==> src/design/ipk_pkg.sv <==
`timescale 1ns / 1ps
// ----------------------------------------------------------------------------
// ipk_pkg
// Types and constants of the iambic paddle keyer.
// ----------------------------------------------------------------------------
package ipk_pkg;

    localparam int DIT_W  = 11;
    localparam int MARK_W = 12;
    localparam int ELEM_W = 2;

    localparam logic [DIT_W-1:0]  DIT_MAX    = 11'd1200;
    localparam logic [DIT_W-1:0]  DIT_MIN    = 11'd1;
    localparam logic [DIT_W-1:0]  DIT_RESET  = 11'd60;
    localparam logic [MARK_W-1:0] DAH_FACTOR = 12'd3;

    // register index of dit_ticks
    localparam logic REG_DIT_TICKS = 1'b0;

    localparam logic [ELEM_W-1:0] ELEM_IDLE = 2'd0;
    localparam logic [ELEM_W-1:0] ELEM_DIT  = 2'd1;
    localparam logic [ELEM_W-1:0] ELEM_DAH  = 2'd2;

    typedef enum logic [2:0] {
        MODE_IDLE = 3'b001,
        MODE_DIT  = 3'b010,
        MODE_DAH  = 3'b100
    } mode_t;

    typedef struct packed {
        logic dit_paddle;
        logic dah_paddle;
    } in_t;

    typedef struct packed {
        logic              key_out;
        logic [ELEM_W-1:0] element;
    } out_t;

endpackage

==> src/design/ipk_core.sv <==
`timescale 1ns / 1ps
// ----------------------------------------------------------------------------
// ipk_core
// Keyer state and per-tick next-state logic; one tick is taken per step.
// ----------------------------------------------------------------------------
module ipk_core #(
    parameter int TIMER_WIDTH = 12
) (
    input  logic                        aclk,
    input  logic                        aresetn,
    input  logic                        step_en,
    input  ipk_pkg::in_t                step_in,
    input  logic [ipk_pkg::DIT_W-1:0]   dit_ticks,
    output ipk_pkg::out_t               step_out
);

    localparam int CW = ((TIMER_WIDTH > ipk_pkg::MARK_W) ? TIMER_WIDTH
                                                         : ipk_pkg::MARK_W) + 1;
    localparam logic [CW-1:0] TIMER_MAX = CW'((1 << TIMER_WIDTH) - 1);

    ipk_pkg::mode_t           mode_reg, mode_next;
    logic                     in_space_reg, in_space_next;
    logic [TIMER_WIDTH-1:0]   tick_reg, tick_next;
    logic                     dit_mem_reg, dit_mem_next;
    logic                     dah_mem_reg, dah_mem_next;

    ipk_pkg::mode_t           mode_w;
    logic                     in_space_w;
    logic [TIMER_WIDTH-1:0]   tick_w;
    logic                     dit_mem_w;
    logic                     dah_mem_w;
    logic [ipk_pkg::DIT_W-1:0]  dit_len;
    logic [ipk_pkg::MARK_W-1:0] dah_len;
    logic [CW-1:0]            len_raw;
    logic [CW-1:0]            len;
    logic [CW-1:0]            tick_inc;
    logic                     done;

    always_comb begin
        if (dit_ticks == '0) begin
            dit_len = ipk_pkg::DIT_MIN;
        end else if (dit_ticks > ipk_pkg::DIT_MAX) begin
            dit_len = ipk_pkg::DIT_MAX;
        end else begin
            dit_len = dit_ticks;
        end
        dah_len = ipk_pkg::MARK_W'(dit_len) * ipk_pkg::DAH_FACTOR;
    end

    always_comb begin
        mode_w     = mode_reg;
        in_space_w = in_space_reg;
        tick_w     = tick_reg;
        dit_mem_w  = dit_mem_reg;
        dah_mem_w  = dah_mem_reg;

        // idle choice, or opposite-paddle latch of the running element
        case (mode_reg)
            ipk_pkg::MODE_DIT: begin
                if (step_in.dah_paddle) dah_mem_w = 1'b1;
            end
            ipk_pkg::MODE_DAH: begin
                if (step_in.dit_paddle) dit_mem_w = 1'b1;
            end
            default: begin
                mode_w = ipk_pkg::MODE_IDLE;
                if (step_in.dah_paddle) begin
                    mode_w     = ipk_pkg::MODE_DAH;
                    in_space_w = 1'b0;
                    tick_w     = '0;
                    dit_mem_w  = step_in.dit_paddle;
                end else if (step_in.dit_paddle) begin
                    mode_w     = ipk_pkg::MODE_DIT;
                    in_space_w = 1'b0;
                    tick_w     = '0;
                    dah_mem_w  = 1'b0;
                end
            end
        endcase
    end

    always_comb begin
        if (!in_space_w && mode_w == ipk_pkg::MODE_DAH) begin
            len_raw = CW'(dah_len);
        end else begin
            len_raw = CW'(dit_len);
        end
        len      = (len_raw > TIMER_MAX) ? TIMER_MAX : len_raw;
        tick_inc = CW'(tick_w) + CW'(1);
        done     = (tick_inc >= len);
    end

    always_comb begin
        step_out.key_out = 1'b0;
        step_out.element = ipk_pkg::ELEM_IDLE;
        mode_next        = mode_w;
        in_space_next    = in_space_w;
        tick_next        = tick_w;
        dit_mem_next     = dit_mem_w;
        dah_mem_next     = dah_mem_w;

        case (mode_w)
            ipk_pkg::MODE_DIT, ipk_pkg::MODE_DAH: begin
                step_out.key_out = !in_space_w;
                step_out.element = (mode_w == ipk_pkg::MODE_DAH) ? ipk_pkg::ELEM_DAH
                                                                 : ipk_pkg::ELEM_DIT;
                if (done) begin
                    tick_next = '0;
                    if (!in_space_w) begin
                        in_space_next = 1'b1;
                    end else if (mode_w == ipk_pkg::MODE_DIT && dah_mem_w) begin
                        mode_next     = ipk_pkg::MODE_DAH;
                        in_space_next = 1'b0;
                        dit_mem_next  = 1'b0;
                    end else if (mode_w == ipk_pkg::MODE_DAH && dit_mem_w) begin
                        mode_next     = ipk_pkg::MODE_DIT;
                        in_space_next = 1'b0;
                        dah_mem_next  = 1'b0;
                    end else begin
                        mode_next     = ipk_pkg::MODE_IDLE;
                        in_space_next = 1'b0;
                    end
                end else begin
                    tick_next = tick_inc[TIMER_WIDTH-1:0];
                end
            end
            default: begin
            end
        endcase
    end

    always_ff @(posedge aclk) begin
        if (!aresetn) begin
            mode_reg     <= ipk_pkg::MODE_IDLE;
            in_space_reg <= 1'b0;
            tick_reg     <= '0;
            dit_mem_reg  <= 1'b0;
            dah_mem_reg  <= 1'b0;
        end else if (step_en) begin
            mode_reg     <= mode_next;
            in_space_reg <= in_space_next;
            tick_reg     <= tick_next;
            dit_mem_reg  <= dit_mem_next;
            dah_mem_reg  <= dah_mem_next;
        end
    end

endmodule

==> src/design/iambic_paddle_keyer_unit.sv <==
`timescale 1ns / 1ps
// ----------------------------------------------------------------------------
// iambic_paddle_keyer_unit
// Iambic paddle keyer with dit/dah element memory, one request per ms tick.
// ----------------------------------------------------------------------------
// Usage:
//   s_ channel: one request per millisecond tick with both paddle levels.
//   m_ channel: exactly one result per request, key_out and current element,
//   in request order.
//   APB port: register 0 at byte address 0 holds dit_ticks (1200 / wpm);
//   write it only while the keyer is idle and all results are drained.
// Output: results are registered, in the skid entry while the output stalls.
// Throughput: one request per cycle while s_ready is high; the keyer state
//   updates in the same cycle a request is taken, one next-state pass per tick.
// Stall: a two-entry output buffer holds results; with both entries full
//   s_ready drops until the receiver takes one, and nothing is lost.
// Reset: aresetn clears the keyer to idle with no latched element, empties
//   the output buffer and sets dit_ticks to 60.
// ----------------------------------------------------------------------------
module iambic_paddle_keyer_unit #(
    parameter int TIMER_WIDTH = 12
) (
    input  logic          aclk,
    input  logic          aresetn,

    input  logic          s_valid,
    output logic          s_ready,
    input  ipk_pkg::in_t  s_data,

    output logic          m_valid,
    input  logic          m_ready,
    output ipk_pkg::out_t m_data,

    input  logic          psel,
    input  logic          penable,
    input  logic          pwrite,
    input  logic [2:0]    paddr,
    input  logic [31:0]   pwdata,
    output logic [31:0]   prdata,
    output logic          pready
);

    logic [ipk_pkg::DIT_W-1:0] dit_ticks_reg;
    logic                      s_take;
    logic                      m_take;
    ipk_pkg::out_t             step_out;

    logic                      out_valid_reg;
    ipk_pkg::out_t             out_data_reg;
    logic                      skid_valid_reg;
    ipk_pkg::out_t             skid_data_reg;

    assign pready = 1'b1;

    always_ff @(posedge aclk) begin
        if (!aresetn) begin
            dit_ticks_reg <= ipk_pkg::DIT_RESET;
        end else if (psel && penable && pwrite && pready
                     && paddr[2] == ipk_pkg::REG_DIT_TICKS) begin
            dit_ticks_reg <= pwdata[ipk_pkg::DIT_W-1:0];
        end
    end

    always_comb begin
        prdata = '0;
        if (paddr[2] == ipk_pkg::REG_DIT_TICKS) begin
            prdata = 32'(dit_ticks_reg);
        end
    end

    assign s_ready = !skid_valid_reg;
    assign s_take  = s_valid && s_ready;
    assign m_take  = out_valid_reg && m_ready;
    assign m_valid = out_valid_reg;
    assign m_data  = out_data_reg;

    ipk_core #(
        .TIMER_WIDTH (TIMER_WIDTH)
    ) u_ipk_core (
        .aclk      (aclk),
        .aresetn   (aresetn),
        .step_en   (s_take),
        .step_in   (s_data),
        .dit_ticks (dit_ticks_reg),
        .step_out  (step_out)
    );

    // output register plus skid entry
    always_ff @(posedge aclk) begin
        if (!aresetn) begin
            out_valid_reg  <= 1'b0;
            skid_valid_reg <= 1'b0;
        end else if (m_take || !out_valid_reg) begin
            if (skid_valid_reg) begin
                out_valid_reg  <= 1'b1;
                skid_valid_reg <= 1'b0;
            end else begin
                out_valid_reg  <= s_take;
            end
        end else if (s_take) begin
            skid_valid_reg <= 1'b1;
        end
    end

    always_ff @(posedge aclk) begin
        if (m_take || !out_valid_reg) begin
            if (skid_valid_reg) begin
                out_data_reg <= skid_data_reg;
            end else if (s_take) begin
                out_data_reg <= step_out;
            end
        end else if (s_take) begin
            skid_data_reg <= step_out;
        end
    end

endmodule

==> config.mk <==
export PLATFORM = sky130hd
export DESIGN_NAME = iambic_paddle_keyer_unit
export DESIGN_NICKNAME = d
export VERILOG_FILES = /design/src/design/ipk_pkg.sv /design/src/design/ipk_core.sv /design/src/design/iambic_paddle_keyer_unit.sv
export SDC_FILE = /design/constraint.sdc
export NUM_CORES = 1
export LEC_CHECK = 0
export BUFFER_PORTS_ARGS = -buffer_cell sky130_fd_sc_hd__buf_2
export CORE_ASPECT_RATIO = 0.9
export CORE_MARGIN = 2
export CORE_UTILIZATION = 50
export CTS_BUF_LIST = sky130_fd_sc_hd__clkbuf_8
export DETAILED_ROUTE_END_ITERATION = 16
export GPL_ROUTABILITY_DRIVEN = 0
export PLACE_DENSITY = 0.79
export SLEW_MARGIN = 20
export SYNTH_ARGS = -nofsm -noshare
export SYNTH_HDL_FRONTEND = slang
export SYNTH_HIERARCHICAL = 1
export SYNTH_SLANG_ARGS = --single-unit
==> constraint.sdc <==
create_clock -name aclk -period 4.7 [get_ports aclk]
set_input_delay 0.235 -clock aclk [delete_from_list [all_inputs] [get_ports aclk]]
set_output_delay 0.235 -clock aclk [all_outputs]
set_load 0.03 [all_outputs]
# Word level (Yosys, flattened, before mapping)
# Index checks and enable logic that the tools add are counted.
dict set report totals {
  ff_bits 37
  latch_bits 0
  mem_bits_rw 0
  romBits 0
  elab_cells 88
  memories 0
}
dict set report classes {
  n_addsub 1
  mul 1
  div_mod_pow 0
  order_cmp 3
  eq_ne 4
  shift 0
  mux 45
  bitwise 3
  reduce_logical 19
}
# cell n
set ops {}
lappend ops {{$mux W12} 7}
lappend ops {{$mux W11} 3}
lappend ops {{$mux W3} 9}
lappend ops {{$mux W1} 21}
lappend ops {{$add A12 B1 Y13 const B} 1}
lappend ops {{$ge A13 B13 Y1} 1}
lappend ops {{$gt A12 B12 Y1 const B} 1}
lappend ops {{$mul A11 B2 Y12 const B} 1}
lappend ops {{$gt A11 B11 Y1 const B} 1}
lappend ops {{$logic_not A11 Y1} 1}
lappend ops {{$logic_and A1 B1 Y1} 8}
lappend ops {{$eq A3 B2 Y1 const B} 2}
lappend ops {{$eq A3 B3 Y1 const B} 2}
lappend ops {{$mux W2} 3}
lappend ops {{$reduce_or A2 Y1} 3}
lappend ops {{$pmux W1 S2} 2}
lappend ops {{$reduce_and A2 Y1} 2}
lappend ops {{$logic_not A1 Y1} 3}
lappend ops {{$not A1 Y1} 3}
lappend ops {{$reduce_bool A2 Y1} 1}
lappend ops {{$logic_or A1 B1 Y1} 1}

# Logic depth before layout (Yosys ltp)
# Gate-level depths: netlist (run 1).
dict set report logic_depth {
  depth_word 11
  mapped_depth 21
  ltp_nobuf 18
}

# By module
# The synthesis (run 1) kept the hierarchy.
# mod n_inst cells_per_inst area_per_inst_um2 seq_area_each_um2
set modules_own_cells {}
lappend modules_own_cells {ipk_core 1 286 2228.4 360.3}
lappend modules_own_cells {iambic_paddle_keyer_unit 1 104 1033.5 440.4}

# Worst setup path after synthesis (run 1)
# No wires, ideal clock.
dict set report synth_timing {
  path_type {reg-to-reg}
  start {register dit_ticks_reg[4] (netlist name)}
  end {register u_ipk_core.mode_reg[1]}
  setup_ns 0.122
  arrival_time_ns 4.445
  path_slack_ns 0.133
  path_stages_with_launch 22
  path_buffers 3
  cell_sequence {dfxtp_1 clkbuf_1 nand4_1 a2bb2oi_2 clkbuf_1 a32o_1 ha_1 ha_1 o21a_1 o31ai_1 nand3_1 a31oi_1 nor4b_1 a211oi_1 ha_1 and3_1 a221o_1 a31o_1 a21o_1 buf_6 and4_4 a311o_1}
}
dict set report synth_between {
  elab_chain_cells 10
}
# element line
set synth_lines {}
lappend synth_lines {{start, declared} iambic_paddle_keyer_unit.sv:43} ;# logic [ipk_pkg::DIT_W-1:0] dit_ticks_reg;
lappend synth_lines {{start signal, assigned} iambic_paddle_keyer_unit.sv:57} ;# dit_ticks_reg <= ipk_pkg::DIT_RESET;
lappend synth_lines {{start signal, assigned} iambic_paddle_keyer_unit.sv:60} ;# dit_ticks_reg <= pwdata[ipk_pkg::DIT_W-1:0];
lappend synth_lines {{$gt A11 B11 Y1} ipk_core.sv:42} ;# end else if (dit_ticks > ipk_pkg::DIT_MAX) begin
lappend synth_lines {{$mux W11} ipk_core.sv:42}
lappend synth_lines {{$mux W11 *} ipk_core.sv:40} ;# if (dit_ticks == '0) begin
lappend synth_lines {{$mul A11 B2 Y12} ipk_core.sv:47} ;# dah_len = ipk_pkg::MARK_W'(dit_len) * ipk_pkg::DAH_FACTOR;
lappend synth_lines {{$mux W12 *} ipk_core.sv:83} ;# if (!in_space_w && mode_w == ipk_pkg::MODE_DAH) begin
lappend synth_lines {{$gt A12 B12 Y1} ipk_core.sv:88} ;# len = (len_raw > TIMER_MAX) ? TIMER_MAX : len_raw;
lappend synth_lines {{$mux W12 *} ipk_core.sv:88}
lappend synth_lines {{$ge A13 B13 Y1 *} ipk_core.sv:90} ;# done = (tick_inc >= len);
lappend synth_lines {{$mux W3 *} ipk_core.sv:107} ;# if (done) begin
lappend synth_lines {{$mux W3 *} ipk_core.sv:102} ;# case (mode_w)
lappend synth_lines {{end signal, assigned} ipk_core.sv:134} ;# mode_reg <= ipk_pkg::MODE_IDLE;
lappend synth_lines {{end signal, assigned} ipk_core.sv:140} ;# mode_reg <= mode_next;
lappend synth_lines {{end, declared} ipk_core.sv:21} ;# ipk_pkg::mode_t mode_reg, mode_next;
# Mark *: on every way between the ends. The rest lies on a longest branch, timed or not.
# A chain may end at the register's enable or synchronous reset.

# Final worst setup path (run 1)
dict set report layout_timing {
  start {register dit_ticks_reg[8] (netlist name)}
  end {register u_ipk_core.in_space_reg}
}
dict set report layout_between {
  elab_chain_cells 10
}
# element line
set layout_lines {}
lappend layout_lines {{$gt A11 B11 Y1} ipk_core.sv:42}
lappend layout_lines {{$mux W11} ipk_core.sv:42}
lappend layout_lines {{$mux W11 *} ipk_core.sv:40}
lappend layout_lines {{$mul A11 B2 Y12} ipk_core.sv:47}
lappend layout_lines {{$mux W12 *} ipk_core.sv:83}
lappend layout_lines {{$gt A12 B12 Y1} ipk_core.sv:88}
lappend layout_lines {{$mux W12 *} ipk_core.sv:88}
lappend layout_lines {{$ge A13 B13 Y1 *} ipk_core.sv:90}
lappend layout_lines {{$mux W1 *} ipk_core.sv:107}
lappend layout_lines {{$mux W1 *} ipk_core.sv:102}
lappend layout_lines {{end signal, assigned} ipk_core.sv:141} ;# in_space_reg <= in_space_next;
lappend layout_lines {{end, declared} ipk_core.sv:22} ;# logic in_space_reg, in_space_next;
# Marked as above.

==> impl_metrics.json, run 1 <==
{
  "p_per_area_mw_per_mm2": 209,
  "hpwl_mm": 5.36,
  "clock-sinks": 37,
  "finClkSkew_ns": 0.0125,
  "grt_overflow": 0,
  "fp.coreArea_sq_mm": 0.00622,
  "worstMarginPinSlew_ns": 0.896,
  "largest_register_ffs": 12,
  "finalWorstSetupSlack_ns": 0.0941,
  "place.port_buffers": 36,
  "cp.arrival_ns": 4.81,
  "n_fill_cell": 558,
  "crit_path_max_incr_delay_ns": 0.43,
  "fmax_ghz": 0.217,
  "finalHoldViolCount": 0,
  "critPathTopFamily": "compound AO/OA/AOI/OAI gates",
  "critPathLaunchType": "flip-flop",
  "utilization_pct": 57.1,
  "cts_setup_buffers": 0,
  "maxSlewViolCount": 0,
  "area_growth_pct": 8.75,
  "tns_ns": 0,
  "cts_max_level": 2,
  "maxCapViolCount": 0,
  "die_x_um": 89.1,
  "critPathSlowestCell": "dfxtp_1",
  "place_ws_ns": 0.161,
  "initial_core_util_pct": 52.5,
  "p_total_mw": 0.740,
  "final-setup-viol-count": 0,
  "ir_drop_mv": 0.167,
  "clk_pin_slew_worst_paths_ns": 0.08,
  "ctsResizeCount": 0,
  "insertion_delay_ns": 0.29,
  "cts_buffers": 5,
  "synth-edff-count": 6,
  "min_period_ns": 4.61,
  "reg2reg_depth": 18,
  "multi_input_area_sq_mm": 0.00219,
  "path_cells": "a211o_1 > a2bb2oi_4 > a32o_1 > ha_1 > ha_1 > o21a_1 > o31ai_1 > nand3_1 > a31oi_2 > nor4b_2 > a211oi_1 > ha_1 > and3_1 > a221o_1 > a31o_1 > a21o_2 > mux2_1 > a211oi_2",
  "ys_seq_area_share_pct": 24.5,
  "final_cell_area_sq_mm": 0.00355,
  "setup.worst_path.class": "reg -> reg",
  "die_area_sq_mm": 0.00719,
  "crit_fanout": 13,
  "cts_tree": "done",
  "cts_hold_buffers": 0,
  "dr.pass1.iters": 7,
  "p_int_mw": 0.495,
  "grtUsageTotal_pct": 20.6,
  "cts_root_buf": "clkbuf_8",
  "synth_warnings": 6,
  "netlist_instances": 390,
  "clockBufferDepth": 2,
  "synth_cell_types": 74,
  "grt_first_pass_wirelength_mm": 12.0,
  "path_depth": 18,
  "antenna_found_initial": 0,
  "required_ns": 4.91,
  "ios": 82,
  "post_drt_wl_per_cell_um": 14.0,
  "grt_max_degree": 30,
  "p_sw_mw": 0.245,
  "async_flop_share_pct": 0,
  "final_cell_mix": "buf_2, nand2_1, nor2_1",
  "ys.flop_type": "dfxtp_1",
  "diodes": 0,
  "swShare_pct": 33.1,
  "drc": 0,
  "drt_iter0_drc": 224,
  "rows": 27,
  "ys_ff_latch": 37,
  "period_share_pct": 98.0,
  "power.leakage_nw": 1.51,
  "num_vias": 2878,
  "nets": 488,
  "power.share.clock_pct": 31.7,
  "synth_area_per_cell_sq_um": 8.36,
  "postPlaceCellArea_sq_mm": 0.00343,
  "cp_common_cell": "ha_1",
  "regArea_sq_um": 802,
  "avgViaCountPerCell": 5.62,
  "routed_wl_mm": 7.17,
  "seqPwrFrac_pct": 46.1,
  "hold_depth": 3,
  "status": "completed",
  "critPathBufInv": 0,
  "syn_area_sq_mm": 0.00326,
  "min_path_type": "in -> reg",
  "final_common_cell": "buf_2",
  "slew_headroom_pct": 39.8,
  "postRouteAntennaNets": 0,
  "comb_power_share_pct": 22.3,
  "cp-end-kind": "flip-flop",
  "grt_pass1_vias": 2709,
  "die_y_um": 80.6,
  "drive_above_1_share_pct": 19.5
}
-- worst paths after layout --
| check | slack (ns) | end | start |
|---|---|---|---|
| worst max-delay path | 0.09 | u_ipk_core/in_space_reg$_SDFFE_PN0P_ | dit_ticks_reg[8]$_SDFFE_PN0P_ |
| worst min-delay path | 0.18 | dit_ticks_reg[7]$_SDFFE_PN0P_ | pwdata[7] |
| worst max register to register | 0.09 | u_ipk_core/in_space_reg$_SDFFE_PN0P_ | dit_ticks_reg[8]$_SDFFE_PN0P_ |
| worst min register to register | 0.50 | u_ipk_core/tick_reg[8]$_SDFFE_PN0P_ | u_ipk_core/tick_reg[8]$_SDFFE_PN0P_ |
-- cells in the mapped netlist (3+ instances only) --
library cell | instances | area share [%]
buf_4 | 23 | 5.3
nand3_1 | 5 | 0.77
and2_1 | 7 | 1.3
buf_2 | 7 | 1.1
and3_1 | 6 | 1.2
a21o_1 | 6 | 1.4
edfxtp_1 | 6 | 5.5
o21ai_0 | 9 | 1.4
a22oi_1 | 9 | 2.1
clkbuf_1 | 9 | 1.0
nand3b_1 | 4 | 0.92
a32o_1 | 4 | 1.2
buf_6 | 3 | 1.0
a21oi_1 | 16 | 2.5
nand2_1 | 35 | 4.0
o21a_1 | 4 | 0.92
nand2b_1 | 3 | 0.58
ha_1 | 20 | 7.7
inv_1 | 11 | 1.3
a31oi_1 | 7 | 1.3
nor2_1 | 34 | 3.9
nor3_1 | 6 | 0.92
dfxtp_1 | 31 | 19
xnor2_1 | 10 | 2.7
mux2_1 | 4 | 1.4
nand4_1 | 4 | 0.77
mux2i_1 | 16 | 4.9
xor2_1 | 7 | 1.9
nor2b_1 | 24 | 4.6
-- worst min-delay path, stage by stage --
cell	delay, ns
buf_2	0.10
nand2_1	0.05
mux2i_1	0.06
-- power by group through the flow --
stage	clock, mW	sequential (mW)	combinational, mW
after floorplan	0	0.348	0.142
after global placement	0	0.347	0.158
after detailed placement	0	0.348	0.163
after CTS	0.239	0.341	0.163
after global routing	0.249	0.342	0.181
final	0.234	0.341	0.165
-- logic make-up (layout without fill, tap and decap cells) --
family	after synthesis	in the layout	synth area share (%)
AO/OA/AOI/OAI	88	88	20.1
XOR/XNOR	18	18	5.06
adder cells (fa/ha/maj)	20	20	7.67
buffers and inverters	57	72	11.3
flip-flops	37	37	24.5
multiplexers	21	21	6.64
other	2	22	0.230
AND/OR/NAND/NOR	147	147	24.4
-- stage by stage --
step | instances | hold WS [ns]
after global routing | 512 | 0.191
after floorplan | 410 | 0.311
after global placement | 504 | 0.479
final | 512 | 0.182
after CTS | 512 | 0.177
after detailed placement | 504 | 0.487
-- routing by layer --
metal	track usage [%]	wire length, um	share of wire (%)
met3	3.91	422	5.9
met4	2.99	45	0.63
met2	35.5	3410	48
met5	0	0	0
met1	27.2	3290	46
-- area by class of cell --
type                    count  share of cell area, %
clock buffers               5                   1.94
clock inverters             3                  0.705
inverters                  11                   1.16
multi-input cells         316                   61.8
flip-flops and latches     37                   22.6
well taps                  87                   3.07
repair buffers             53                   8.68
Power figures use the tool's default switching activity.
==> run 2: changes to the inputs <==
--- a/config.mk
+++ b/config.mk
@@ -8,11 +8,11 @@
 export BUFFER_PORTS_ARGS = -buffer_cell sky130_fd_sc_hd__buf_2
 export CORE_ASPECT_RATIO = 0.9
 export CORE_MARGIN = 2
-export CORE_UTILIZATION = 50
+export CORE_UTILIZATION = 55
 export CTS_BUF_LIST = sky130_fd_sc_hd__clkbuf_8
 export DETAILED_ROUTE_END_ITERATION = 16
 export GPL_ROUTABILITY_DRIVEN = 0
-export PLACE_DENSITY = 0.79
+export PLACE_DENSITY = 0.82
 export SLEW_MARGIN = 20
 export SYNTH_ARGS = -nofsm -noshare
 export SYNTH_HDL_FRONTEND = slang
==> constraint.sdc (replaced) <==
create_clock -name aclk -period 5.3 [get_ports aclk]
set_input_delay 0.265 -clock aclk [delete_from_list [all_inputs] [get_ports aclk]]
set_output_delay 0.265 -clock aclk [all_outputs]
set_load 0.03 [all_outputs]
==> impl_metrics.json, run 2 (same netlist as run 1, synthesis figures left out) <==
{
  "min_period_ns": 5.09,
  "drc": 0,
  "die_y_um": 77.1,
  "post_drt_wl_per_cell_um": 14.6,
  "cts_tree": "done",
  "r2r_start": "dit_ticks_reg[1]$_SDFFE_PN0P_",
  "critPathLaunchType": "flip-flop",
  "period_share_pct": 95.9,
  "cts_max_level": 2,
  "finalHoldViolCount": 0,
  "tns_ns": 0,
  "hpwl_mm": 5.15,
  "cp-end-kind": "flip-flop",
  "required_ns": 5.52,
  "drt_iter0_drc": 252,
  "p_total_mw": 0.658,
  "clk_pin_slew_worst_paths_ns": 0.08,
  "fp.coreArea_sq_mm": 0.00569,
  "drive_above_1_share_pct": 17.6,
  "regToRegSetupSlack_ns": 0.21,
  "antenna_found_initial": 0,
  "grt_pass1_vias": 2569,
  "num_vias": 2829,
  "reg2reg_depth": 18,
  "power.leakage_nw": 1.49,
  "cts_buffers": 5,
  "cp.arrival_ns": 5.31,
  "ir_drop_mv": 0.193,
  "routed_wl_mm": 7.15,
  "place.port_buffers": 36,
  "diodes": 0,
  "grt_overflow": 0,
  "final-setup-viol-count": 0,
  "p_per_area_mw_per_mm2": 190,
  "crit_fanout": 13,
  "die_area_sq_mm": 0.00656,
  "clockBufferDepth": 2,
  "worstMarginPinSlew_ns": 0.956,
  "slew_headroom_pct": 35.8,
  "maxCapViolCount": 0,
  "grtUsageTotal_pct": 21.5,
  "fmax_ghz": 0.197,
  "status": "completed",
  "dr.pass1.iters": 4,
  "die_x_um": 85.2,
  "largest_register_ffs": 12,
  "initial_core_util_pct": 57.3,
  "grt_max_degree": 30,
  "grt_first_pass_wirelength_mm": 11.6,
  "rr_endpoint": "u_ipk_core/tick_reg[10]$_SDFFE_PN0P_",
  "insertion_delay_ns": 0.30,
  "clock-sinks": 37,
  "min_path_type": "in -> reg",
  "cts_root_buf": "clkbuf_8",
  "rows": 26,
  "area_growth_pct": 6.48,
  "final_cell_mix": "buf_2, nand2_1, nor2_1",
  "ios": 82,
  "final_common_cell": "buf_2",
  "crit_end": "u_ipk_core/tick_reg[10]$_SDFFE_PN0P_",
  "nets": 483,
  "maxSlewViolCount": 0,
  "finClkSkew_ns": 0.00600,
  "postRouteAntennaNets": 0,
  "crit_path_start": "dit_ticks_reg[1]$_SDFFE_PN0P_",
  "setup.worst_path.class": "reg -> reg",
  "avgViaCountPerCell": 5.77
}
## run 2: changes by cell type in the layout (fill, tap and decap cells not counted), sizes merged
cell / previous run / this run
buf: 53 / 48
inv: 12 / 13
clkinv: 1 / 0
## run 2: cell type report
type / instances / area (sq um)
repair buffers: 48 / 270
multi-input cells: 316 / 2180
clock inverters: 3 / 25.0
clock buffers: 5 / 68.8
fillers: 494 / 2220
flip-flops and latches: 37 / 801
well taps: 70 / 87.6
inverters: 11 / 41.3
## run 2: worst min-delay path by stage
stage          cells after the start                            startpoint                                    to  slack, ns
2_1_floorplan                      1                               aresetn   u_ipk_core/mode_reg[0]$_SDFFE_PN1P_       0.34
6_report                           3                             pwdata[6]         dit_ticks_reg[6]$_SDFFE_PN0P_       0.21
3_3_place_gp                       2   u_ipk_core/tick_reg[8]$_SDFFE_PN0P_   u_ipk_core/tick_reg[8]$_SDFFE_PN0P_       0.48
3_5_place_dp                       2  u_ipk_core/tick_reg[10]$_SDFFE_PN0P_  u_ipk_core/tick_reg[10]$_SDFFE_PN0P_       0.50
5_1_grt                            3                             pwdata[7]         dit_ticks_reg[7]$_SDFFE_PN0P_       0.21
4_1_cts                            3                             pwdata[6]         dit_ticks_reg[6]$_SDFFE_PN0P_       0.20
## run 2: power breakdown
group | switching, mW | internal, mW | leakage, nW | total [mW]
Sequential | 0.00965 | 0.293 | 0.307 | 0.303
Combinational | 0.0943 | 0.0486 | 1.13 | 0.143
Clock | 0.117 | 0.0959 | 0.0452 | 0.213
## run 2: critical path, cell delays in order, from the launching register on
cell and delay [ns]:
dfxtp_1 0.47, nor4_4 0.45, a2bb2oi_4 0.30, and2_1 0.21, ha_1 0.25, ha_1 0.35, o21a_1 0.18, o221ai_1 0.12
nand3_1 0.15, a31oi_1 0.13, nor4b_1 0.31, a211oi_1 0.10, ha_1 0.30, and3_1 0.18, a221o_1 0.33, a31o_1 0.22
a21o_1 0.32, or4_1 0.46, a21oi_1 0.17
## run 2: layer usage
metal / vias up / wire [um] / track usage (%)
li1: 1416 / - / -
met1: 1311 / 3380 / 28.4
met2: 98 / 3300 / 35.2
met3: 4 / 406 / 5.06
met4: 0 / 52 / 5.40
met5: - / 0 / 0
## run 2: per-stage QoR
stage	utilization [%]	setup slack, ns	instances	area (sq um)	hold WS (ns)
5_1_grt	61.0	-0.0685	490	3470	0.208
4_1_cts	60.2	0.208	485	3420	0.205
3_3_place_gp	58.5	0.452	477	3330	0.481
3_5_place_dp	58.5	0.252	477	3330	0.496
2_1_floorplan	-	0.733	410	3340	0.341
6_report	61.0	0.215	490	3470	0.213
## run 2: timing repair
action,4_1_cts,5_1_grt
gates resized for setup,0,1
endpoints found under the setup margin,0,15
hold buffers,0,0
buffers inserted,0,5
